==> src/hdl/pawp_pkg.sv <==
// Shared types and constants of the poison access watchpoint.
package pawp_pkg;

	localparam int SITE_SLOTS_DEF = 48;
	localparam int ADDR_W = 64;
	localparam int DATA_W = 64;
	localparam int CNT_W = 32;
	localparam int SITES_OUT_W = 6;
	localparam int CFG_IDX_W = 8;
	localparam int WCODE_W = 3;

	// Stream payload layout
	localparam int S_TDATA_W = 264;
	localparam int M_TDATA_W = 40;

	// Configuration register indexes
	localparam logic [CFG_IDX_W-1:0] CFG_PATTERN_MODE = 8'd0;
	localparam logic [CFG_IDX_W-1:0] CFG_TARGET_VALUE = 8'd1;
	localparam logic [CFG_IDX_W-1:0] CFG_WINDOW_LOW = 8'd2;
	localparam logic [CFG_IDX_W-1:0] CFG_WINDOW_HIGH = 8'd3;

	// Access width codes
	localparam logic [WCODE_W-1:0] WC_1B = 3'd0;
	localparam logic [WCODE_W-1:0] WC_2B = 3'd1;
	localparam logic [WCODE_W-1:0] WC_4B = 3'd2;
	localparam logic [WCODE_W-1:0] WC_8B = 3'd3;
	localparam logic [WCODE_W-1:0] WC_16B = 3'd4;

	localparam logic [7:0] POISON_BYTE = 8'hAA;
	localparam logic [CNT_W-1:0] CNT_MAX = 32'hFFFF_FFFF;

	typedef struct packed {
		logic pattern_mode;
		logic [DATA_W-1:0] target_value;
		logic [ADDR_W-1:0] window_low;
		logic [ADDR_W-1:0] window_high;
	} cfg_t;

	typedef struct packed {
		logic is_write;
		logic [WCODE_W-1:0] width_code;
		logic [ADDR_W-1:0] access_address;
		logic [DATA_W-1:0] data_low;
		logic [DATA_W-1:0] data_high;
		logic [ADDR_W-1:0] instr_address;
	} access_t;

	// Classified access handed from the front to the back
	typedef struct packed {
		logic hit;
		logic [ADDR_W-1:0] pc;
	} qent_t;

	// Queue status seen by the back
	typedef struct packed {
		logic valid;
		qent_t ent;
	} qhead_t;

endpackage

==> src/hdl/poison_access_watchpoint.sv <==
// Top level of the poison access watchpoint: ports, configuration registers, front, queue, back.
//
// Watches a stream of traced memory accesses, one transaction per access, and returns one
// result transaction per access. An access hits when its data is all 0xAA bytes (pattern
// mode) or equals target_value (value mode), and its address lies in [window_low,
// window_high) unless both bounds are zero. Hits advance a 32-bit saturating counter, and the
// instruction address of a hit is looked up in a table of SITE_SLOTS recorded sites; an
// unknown one is appended and flagged as new_site while the table has room. The front
// classifies an access in the cycle it is accepted and drops it into a two-entry queue, so
// input keeps flowing while the back works and the queue has room. For a non-hit, or a hit with
// an empty or full table, the back goes from idle straight to its output state; a hit passes a
// read and a compare state per recorded site scanned, as the site table is a memory with a
// single registered read port searched one entry at a time. Results wait in an output register,
// so a stalled consumer does not stop the back before the next result is ready. Configuration
// writes are taken every cycle; write them only while no access is in flight. Register indexes:
// 0 pattern_mode, 1 target_value, 2 window_low, 3 window_high; other indexes are ignored.
module poison_access_watchpoint #(
	parameter int SITE_SLOTS = pawp_pkg::SITE_SLOTS_DEF
) (
	input  logic                                 clk,
	input  logic                                 arst_n,
	// Access input
	input  logic                                 s_tvalid,
	output logic                                 s_tready,
	// width_code[2:0], access_address[66:3], data_low[130:67], data_high[194:131],
	// instr_address[258:195], zero pad[263:259]
	input  logic [pawp_pkg::S_TDATA_W-1:0]       s_tdata,
	// is_write[0]
	input  logic [0:0]                           s_tuser,
	// Result output
	output logic                                 m_tvalid,
	input  logic                                 m_tready,
	// hit[0], new_site[1], hit_total[33:2], sites_recorded[39:34]
	output logic [pawp_pkg::M_TDATA_W-1:0]       m_tdata,
	// Configuration writes
	input  logic                                 cfg_valid,
	output logic                                 cfg_ready,
	input  logic [pawp_pkg::CFG_IDX_W-1:0]       cfg_index,
	input  logic [pawp_pkg::DATA_W-1:0]          cfg_data
);

	pawp_pkg::cfg_t cfg_q;
	pawp_pkg::access_t in_item;
	pawp_pkg::qent_t push_ent;
	pawp_pkg::qhead_t head;
	logic q_full;
	logic q_push;
	logic q_pop;

	assign cfg_ready = 1'b1;

	// Hold configuration; unknown indexes change nothing
	always_ff @(posedge clk or negedge arst_n) begin
		if (!arst_n) begin
			cfg_q <= '0;
		end else if (cfg_valid) begin
			case (cfg_index)
				pawp_pkg::CFG_PATTERN_MODE: cfg_q.pattern_mode <= cfg_data[0];
				pawp_pkg::CFG_TARGET_VALUE: cfg_q.target_value <= cfg_data;
				pawp_pkg::CFG_WINDOW_LOW:   cfg_q.window_low <= cfg_data;
				pawp_pkg::CFG_WINDOW_HIGH:  cfg_q.window_high <= cfg_data;
				default: begin
				end
			endcase
		end
	end

	// Unpack the access fields
	assign in_item.is_write = s_tuser[0];
	assign in_item.width_code = s_tdata[2:0];
	assign in_item.access_address = s_tdata[66:3];
	assign in_item.data_low = s_tdata[130:67];
	assign in_item.data_high = s_tdata[194:131];
	assign in_item.instr_address = s_tdata[258:195];

	pawp_front u_front (
		.clk      (clk),
		.arst_n   (arst_n),
		.in_valid (s_tvalid),
		.in_ready (s_tready),
		.in_item  (in_item),
		.cfg      (cfg_q),
		.q_full   (q_full),
		.q_push   (q_push),
		.q_ent    (push_ent)
	);

	pawp_fifo u_fifo (
		.clk      (clk),
		.arst_n   (arst_n),
		.push     (q_push),
		.push_ent (push_ent),
		.full     (q_full),
		.pop      (q_pop),
		.head     (head)
	);

	pawp_back #(
		.SITE_SLOTS (SITE_SLOTS)
	) u_back (
		.clk       (clk),
		.arst_n    (arst_n),
		.head      (head),
		.pop       (q_pop),
		.out_valid (m_tvalid),
		.out_ready (m_tready),
		.out_data  (m_tdata)
	);

endmodule

==> src/hdl/pawp_front.sv <==
// Front of the watchpoint: accept accesses, match data and window, push to the queue.
module pawp_front (
	input  logic              clk,
	input  logic              arst_n,
	input  logic              in_valid,
	output logic              in_ready,
	input  pawp_pkg::access_t in_item,
	input  pawp_pkg::cfg_t    cfg,
	input  logic              q_full,
	output logic              q_push,
	output pawp_pkg::qent_t   q_ent
);

	logic [7:0] byte_aa;
	logic [7:0] byte_need;
	logic [pawp_pkg::DATA_W-1:0] low_mask;
	logic [pawp_pkg::DATA_W-1:0] masked_low;
	logic code_ok;
	logic hi_aa;
	logic pat_match;
	logic val_match;
	logic win_block;

	always_comb begin
		for (int b = 0; b < 8; b++) begin
			byte_aa[b] = (in_item.data_low[b*8 +: 8] == pawp_pkg::POISON_BYTE);
		end
		hi_aa = 1'b1;
		for (int b = 0; b < 8; b++) begin
			hi_aa = hi_aa & (in_item.data_high[b*8 +: 8] == pawp_pkg::POISON_BYTE);
		end
	end

	// Bytes that take part, capped at one qword
	always_comb begin
		case (in_item.width_code)
			pawp_pkg::WC_1B: byte_need = 8'h01;
			pawp_pkg::WC_2B: byte_need = 8'h03;
			pawp_pkg::WC_4B: byte_need = 8'h0F;
			default:         byte_need = 8'hFF;
		endcase
		for (int b = 0; b < 8; b++) begin
			low_mask[b*8 +: 8] = {8{byte_need[b]}};
		end
	end

	assign masked_low = in_item.data_low & low_mask;
	assign code_ok = (in_item.width_code <= pawp_pkg::WC_16B);

	always_comb begin
		pat_match = &(byte_aa | ~byte_need);
		if (in_item.is_write && in_item.width_code == pawp_pkg::WC_16B) begin
			pat_match = pat_match & hi_aa;
			val_match = (in_item.data_low == cfg.target_value) ||
				(in_item.data_high == cfg.target_value);
		end else if (in_item.is_write) begin
			val_match = (masked_low == cfg.target_value);
		end else begin
			val_match = (in_item.data_low == cfg.target_value);
		end
	end

	assign win_block = ((cfg.window_low | cfg.window_high) != '0) &&
		((in_item.access_address < cfg.window_low) ||
		 (in_item.access_address >= cfg.window_high));

	assign in_ready = !q_full;
	assign q_push = in_valid && !q_full;
	assign q_ent.hit = code_ok && !win_block && (cfg.pattern_mode ? pat_match : val_match);
	assign q_ent.pc = in_item.instr_address;

	// Accept only while the queue has room
	a_push_needs_room: assert property (@(posedge clk) disable iff (!arst_n)
		q_push |-> !q_full)
		else $error("push into full queue");

endmodule

==> src/hdl/pawp_fifo.sv <==
// Two-entry queue between the classifying front and the site-tracking back.
module pawp_fifo (
	input  logic              clk,
	input  logic              arst_n,
	input  logic              push,
	input  pawp_pkg::qent_t   push_ent,
	output logic              full,
	input  logic              pop,
	output pawp_pkg::qhead_t  head
);

	pawp_pkg::qent_t [1:0] ent_q;
	logic wr_ptr_q;
	logic rd_ptr_q;
	logic [1:0] fill_q;

	assign full = (fill_q == 2'd2);
	assign head.valid = (fill_q != 2'd0);
	assign head.ent = ent_q[rd_ptr_q];

	always_ff @(posedge clk or negedge arst_n) begin
		if (!arst_n) begin
			wr_ptr_q <= 1'b0;
			rd_ptr_q <= 1'b0;
			fill_q <= 2'd0;
		end else begin
			if (push) begin
				wr_ptr_q <= !wr_ptr_q;
			end
			if (pop) begin
				rd_ptr_q <= !rd_ptr_q;
			end
			if (push && !pop) begin
				fill_q <= fill_q + 2'd1;
			end else if (pop && !push) begin
				fill_q <= fill_q - 2'd1;
			end
		end
	end

	always_ff @(posedge clk) begin
		if (push) begin
			ent_q[wr_ptr_q] <= push_ent;
		end
	end

	a_fill_bound: assert property (@(posedge clk) disable iff (!arst_n)
		fill_q <= 2'd2)
		else $error("queue fill out of range");

	a_pop_nonempty: assert property (@(posedge clk) disable iff (!arst_n)
		pop |-> fill_q != 2'd0)
		else $error("pop from empty queue");

endmodule

==> src/hdl/pawp_back.sv <==
// Back of the watchpoint: hit counter, site table scan and result register.
module pawp_back #(
	parameter int SITE_SLOTS = pawp_pkg::SITE_SLOTS_DEF
) (
	input  logic                         clk,
	input  logic                         arst_n,
	input  pawp_pkg::qhead_t             head,
	output logic                         pop,
	output logic                         out_valid,
	input  logic                         out_ready,
	output logic [pawp_pkg::M_TDATA_W-1:0] out_data
);

	localparam int IDX_W = (SITE_SLOTS > 1) ? $clog2(SITE_SLOTS) : 1;
	localparam int SC_W = $clog2(SITE_SLOTS + 1);
	localparam logic [SC_W-1:0] SLOTS_C = SC_W'(SITE_SLOTS);

	typedef enum logic [1:0] {
		S_IDLE,
		S_READ,
		S_CMP,
		S_OUT
	} state_t;

	state_t state_q;
	logic [SC_W-1:0] count_q;
	logic [SC_W-1:0] idx_q;
	logic [pawp_pkg::CNT_W-1:0] hits_q;
	logic [pawp_pkg::ADDR_W-1:0] pc_q;
	logic hit_q;
	logic fresh_q;
	logic out_valid_q;
	logic [pawp_pkg::M_TDATA_W-1:0] out_data_q;

	logic [pawp_pkg::ADDR_W-1:0] site_mem [SITE_SLOTS];
	logic [pawp_pkg::ADDR_W-1:0] rd_q;
	logic mem_we;
	logic [pawp_pkg::ADDR_W-1:0] mem_wdata;
	logic out_free;
	logic last_entry;

	assign pop = (state_q == S_IDLE) && head.valid;
	assign out_free = !out_valid_q || out_ready;
	assign last_entry = ((idx_q + SC_W'(1)) == count_q);

	// New site: recorded straight away from an empty table, or after a miss scan
	always_comb begin
		mem_we = 1'b0;
		mem_wdata = pc_q;
		if (pop && head.ent.hit && count_q == '0) begin
			mem_we = 1'b1;
			mem_wdata = head.ent.pc;
		end else if (state_q == S_CMP && rd_q != pc_q && last_entry) begin
			mem_we = 1'b1;
		end
	end

	always_ff @(posedge clk) begin
		if (mem_we) begin
			site_mem[count_q[IDX_W-1:0]] <= mem_wdata;
		end
		rd_q <= site_mem[idx_q[IDX_W-1:0]];
	end

	always_ff @(posedge clk or negedge arst_n) begin
		if (!arst_n) begin
			state_q <= S_IDLE;
			count_q <= '0;
			idx_q <= '0;
			hits_q <= '0;
			pc_q <= '0;
			hit_q <= 1'b0;
			fresh_q <= 1'b0;
			out_valid_q <= 1'b0;
			out_data_q <= '0;
		end else begin
			// Drop a taken result; S_OUT reloads the register itself
			if (out_valid_q && out_ready && state_q != S_OUT) begin
				out_valid_q <= 1'b0;
			end
			case (state_q)
				S_IDLE: begin
					if (head.valid) begin
						pc_q <= head.ent.pc;
						hit_q <= head.ent.hit;
						fresh_q <= 1'b0;
						idx_q <= '0;
						state_q <= S_OUT;
						if (head.ent.hit) begin
							if (hits_q != pawp_pkg::CNT_MAX) begin
								hits_q <= hits_q + pawp_pkg::CNT_W'(1);
							end
							if (count_q == '0) begin
								count_q <= count_q + SC_W'(1);
								fresh_q <= 1'b1;
							end else if (count_q != SLOTS_C) begin
								state_q <= S_READ;
							end
						end
					end
				end
				S_READ: begin
					state_q <= S_CMP;
				end
				S_CMP: begin
					if (rd_q == pc_q) begin
						state_q <= S_OUT;
					end else if (last_entry) begin
						count_q <= count_q + SC_W'(1);
						fresh_q <= 1'b1;
						state_q <= S_OUT;
					end else begin
						idx_q <= idx_q + SC_W'(1);
						state_q <= S_READ;
					end
				end
				S_OUT: begin
					if (out_free) begin
						out_valid_q <= 1'b1;
						out_data_q <= {pawp_pkg::SITES_OUT_W'(count_q), hits_q, fresh_q, hit_q};
						state_q <= S_IDLE;
					end
				end
				default: begin
					state_q <= S_IDLE;
				end
			endcase
		end
	end

	assign out_valid = out_valid_q;
	assign out_data = out_data_q;

	a_count_bound: assert property (@(posedge clk) disable iff (!arst_n)
		count_q <= SLOTS_C)
		else $error("site count beyond table size");

	a_fresh_needs_hit: assert property (@(posedge clk) disable iff (!arst_n)
		out_valid_q |-> (out_data_q[0] || !out_data_q[1]))
		else $error("new site flagged without a hit");

	a_hits_step: assert property (@(posedge clk) disable iff (!arst_n)
		hits_q != $past(hits_q) |-> hits_q == $past(hits_q) + pawp_pkg::CNT_W'(1))
		else $error("hit counter moved by more than one");

	a_scan_in_table: assert property (@(posedge clk) disable iff (!arst_n)
		state_q == S_CMP |-> idx_q < count_q)
		else $error("site scan beyond recorded entries");

endmodule
==> config.mk <==
export PLATFORM = sky130hd
export DESIGN_NAME = poison_access_watchpoint
export DESIGN_NICKNAME = d
export VERILOG_FILES = /design/src/hdl/pawp_pkg.sv /design/src/hdl/poison_access_watchpoint.sv /design/src/hdl/pawp_front.sv /design/src/hdl/pawp_fifo.sv /design/src/hdl/pawp_back.sv
export SDC_FILE = /design/constraint.sdc
export NUM_CORES = 2
export LEC_CHECK = 0
export BUFFER_PORTS_ARGS = -buffer_cell sky130_fd_sc_hd__buf_2
export CAP_MARGIN = 15
export CORE_ASPECT_RATIO = 1.2
export CORE_MARGIN = 5
export CORE_UTILIZATION = 25
export CTS_BUF_LIST = sky130_fd_sc_hd__clkbuf_4
export DETAILED_ROUTE_END_ITERATION = 6
export HOLD_SLACK_MARGIN = 0.06
export PLACE_DENSITY_LB_ADDON = 0.1
export SLEW_MARGIN = 40
export SYNTH_ARGS = -nofsm -noshare
export SYNTH_HDL_FRONTEND = slang
export SYNTH_SLANG_ARGS = --single-unit
export TNS_END_PERCENT = 10
==> constraint.sdc <==
create_clock -name clk -period 6.7 [get_ports clk]
set_input_delay 1.34 -clock clk [delete_from_list [all_inputs] [get_ports clk]]
set_output_delay 1.34 -clock clk [all_outputs]
set_load 0.005 [all_outputs]
==> impl_metrics.csv <==
group,metric,value,unit
status,status,"finished, final reports clean",
grt,grt-ovfl-total,0,
critical_path,worstSetupPathType,"register to register",
timing,hold_ws,0.438,ns
clock_tree,cts_resized,0,
pwr,ir_drop,0.000206,V
grt,grt_pass1_vias,81953,
critical_path,end_kind,"register",
placement,postPlaceCellArea,158000,µm²
detailed_routing,vias_per_cell,4.52,
critical_path,critical_path.startpoint,"u_back.pc_q[39]$_DFFE_PN0P_",
clock_tree,clk_latency,1.75,ns
critical_path,cp_max_fo,14,
clock_tree,clockBufferDepth,4,
grt,grt_max_degree,134,
run,drv_cap,0,
critical_path,crit-reg2reg-launch,"u_back.pc_q[39]$_DFFE_PN0P_",
logic_synthesis,synth.avg_cell_area,21.0,µm²
placement,gp_congestion,0.861,
floorplan,core,571000,µm²
logic_synthesis,syn_inst,6825,
layout,drive_above_1_share,39.7,%
layout,fill_cells,56168,
detailed_routing,vias,75902,
logic_synthesis,yosysWarningCount,0,
clock_tree,cts-root-buf,"clkbuf_4",
critical_path,start_kind,"register",
logic_synthesis,synthArstFlopShare,9.68,%
logic_synthesis,synth_edf_count,3202,
clock_tree,cts_buffers,961,
grt,grt_pass1_wl,675000,µm
timing,hold_violations,0,
timing,slew_headroom,37.1,%
logic_synthesis,synth_area,143000,µm²
floorplan,die_area,587000,µm²
placement,io_buffers,378,
timing,tns,0,ns
logic_synthesis,ys_seq_area_share,74.2,%
logic_synthesis,syn_nets,7299,
min_path,min_from,"s_tdata[199]",
grt,grt_use_total,16.4,%
detailed_routing,firstDrtPassIters,5,
timing,post-route-min-period,4.65,ns
timing,clock_skew,0.212,ns
detailed_routing,drt-initial-drc-count,5072,
clock_tree,cts.sinks,3616,
layout,fin_area,173000,µm²
logic_synthesis,ys_dominant_reg_cell,"edfxtp_1",
floorplan,rows,304,
floorplan,die_x,701,µm
min_path,hold_path_class,"input port to register",
critical_path,required,8.08,ns
logic_synthesis,synth_seq_cells,3616,
timing,finalMaxSlewViolations,0,
clock_tree,htree_levels,6,
clock_tree,path_clk_slew,0.07,ns
grt,antenna_found_initial,67,
critical_path,worstPathArrival,6.03,ns
layout,nNetsFinal,8797,
critical_path,r2r_slack,2.05,ns
timing,tightest_slew,0.944,ns
layout,area_growth,20.8,%
floorplan,die_h,839,µm
timing,finalSetupViolCount,0,
pwr,p_leak,57.3,nW
detailed_routing,wl_per_cell,29.3,µm
timing,rsz0062_at_grt,"no",
clock_tree,tritoncts,"yes",
logic_synthesis,ys_types,77,
clock_tree,cts_hold_buffers,185,
timing,fmaxAchievable,0.215,GHz
detailed_routing,drcViolationCount,0,
detailed_routing,drtAntennaViolNets,0,
floorplan,ios,385,
detailed_routing,routed_wl,491000,µm
pwr,p_per_area,388,nW/µm²
clock_tree,post_cts_buffers,0,
floorplan,start_util,25.1,%
placement,dp_hpwl,295000,µm
timing,min_period_over_period,69.4,%
power by group:
group	leakage, nW	total, mW	internal (mW)	switching (mW)
clock	7.60	19.9	10.5	9.41
sequential	34.3	29.5	28.7	0.727
combinational	15.4	17.8	6.95	10.8
metrics by stage:
step	utilization (%)	total power, mW	setup slack, ns	instances
finish	30.3	67.1	2.05	16800
global route	30.3	70.9	1.76	16785
CTS	30.2	68.8	1.72	16773
detailed placement	27.7	48.3	1.66	14820
floorplan	-	40.4	1.62	6825
global placement	27.5	47.3	1.58	14766
registers in the layout (all words and copies together), names as in the netlist, 2 cells and up:
register         count
u_back.state_q       2
u_back.out_data     40
u_back.idx_q         6
u_back.pc_q         64
u_fifo.ent_q       130
cfg_q              193
u_back.rd_q         64
u_back.site_mem   3072
u_back.count_q       6
u_fifo.fill_q        2
u_back.hits_q       32
metal layers:
layer	wire, µm	vias up	GRT usage, %
li1	-	31938	-
met1	199000	40978	20.1
met2	255000	2169	29.4
met3	23600	781	2.82
met4	13000	36	4.66
met5	241	-	0
worst max-delay path, cell delays in order (launching register included):
cell	delay, ns
dfrtp_1	0.40
xor2_1	0.17
nor4_2	0.77
nand4_1	0.52
nor4_4	0.90
o31ai_4	0.30
nand2_2	0.43
nor2_4	0.12
buf_16	0.20
buf_16	0.16
buf_4	0.24
layout by cell type (no fill, tap or decap), types with 40 or more instances in the layout:
cell type	instances
edfxtp_1	3202
clkinv_1	194
nor4_1	73
buf_8	41
nor2_1	99
xor2_1	128
clkbuf_4	1490
o21ai_1	64
dfxtp_1	64
buf_4	126
dlygate4sd3_1	184
mux2i_1	92
buf_2	377
nand2b_1	40
buf_12	72
dfrtp_1	343
nand4_1	69
nor2_4	50
nand2_1	172
ha_1	132
mux4_2	960
mux2_2	234
o21ai_0	89
inv_1	201
a21oi_1	43
Yosys cell counts (26+ instances only):
master	count	area, µm²
mux2i_1	129	1290
mux4_2	960	21600
buf_1	49	184
mux2_2	234	2640
inv_1	202	758
buf_2	105	526
xnor2_1	39	342
nand4_1	69	432
clkbuf_1	139	522
o21ai_0	89	445
nand2_1	172	646
nand2b_1	40	250
nand3_1	36	180
xor2_1	129	1130
ha_1	132	1650
dfxtp_1	64	1280
dfrtp_1	350	8760
nor3_1	26	130
edfxtp_1	3202	96200
o21ai_1	64	320
nor2_1	150	563
a21oi_1	107	536
nor4_1	83	519
cell type report:
class	count	area [µm²]	area share [%]
Sequential cell	3616	106000	61.5
Multi-Input combinational cell	2694	35900	20.8
Clock buffer	1490	11200	6.47
Tap cell	7650	9570	5.54
Timing Repair Buffer	848	7560	4.38
Clock inverter	278	1540	0.888
Inverter	202	763	0.442
Antenna cell	22	55.1	0.0319
final timing paths:
kind                                               endpoint  cells past startpoint
setup reg to reg           u_back.site_mem[16][7]$_DFFE_PP_                     10
setup / recovery           u_back.site_mem[16][7]$_DFFE_PP_                     10
hold / removal                   u_fifo.ent_q[69]$_DFFE_PP_                      2
hold reg to reg               u_back.hits_q[27]$_DFFE_PN0P_                      1
max in group asynchronous            cfg_q[106]$_DFFE_PN0P_                      5
min in group asynchronous    u_back.out_data[4]$_DFFE_PN0P_                      3
cells by family after synthesis:
logic type | Yosys count | synth area share (%)
buf+inv | 515 | 1.54
flops | 3616 | 74.2
xor+xnor | 168 | 1.03
compound gates | 409 | 1.75
simple gates | 661 | 2.43
fa+ha+maj | 132 | 1.15
mux | 1323 | 17.9
other cells | 1 | 0.00262
(Power assumes the default switching activity.)
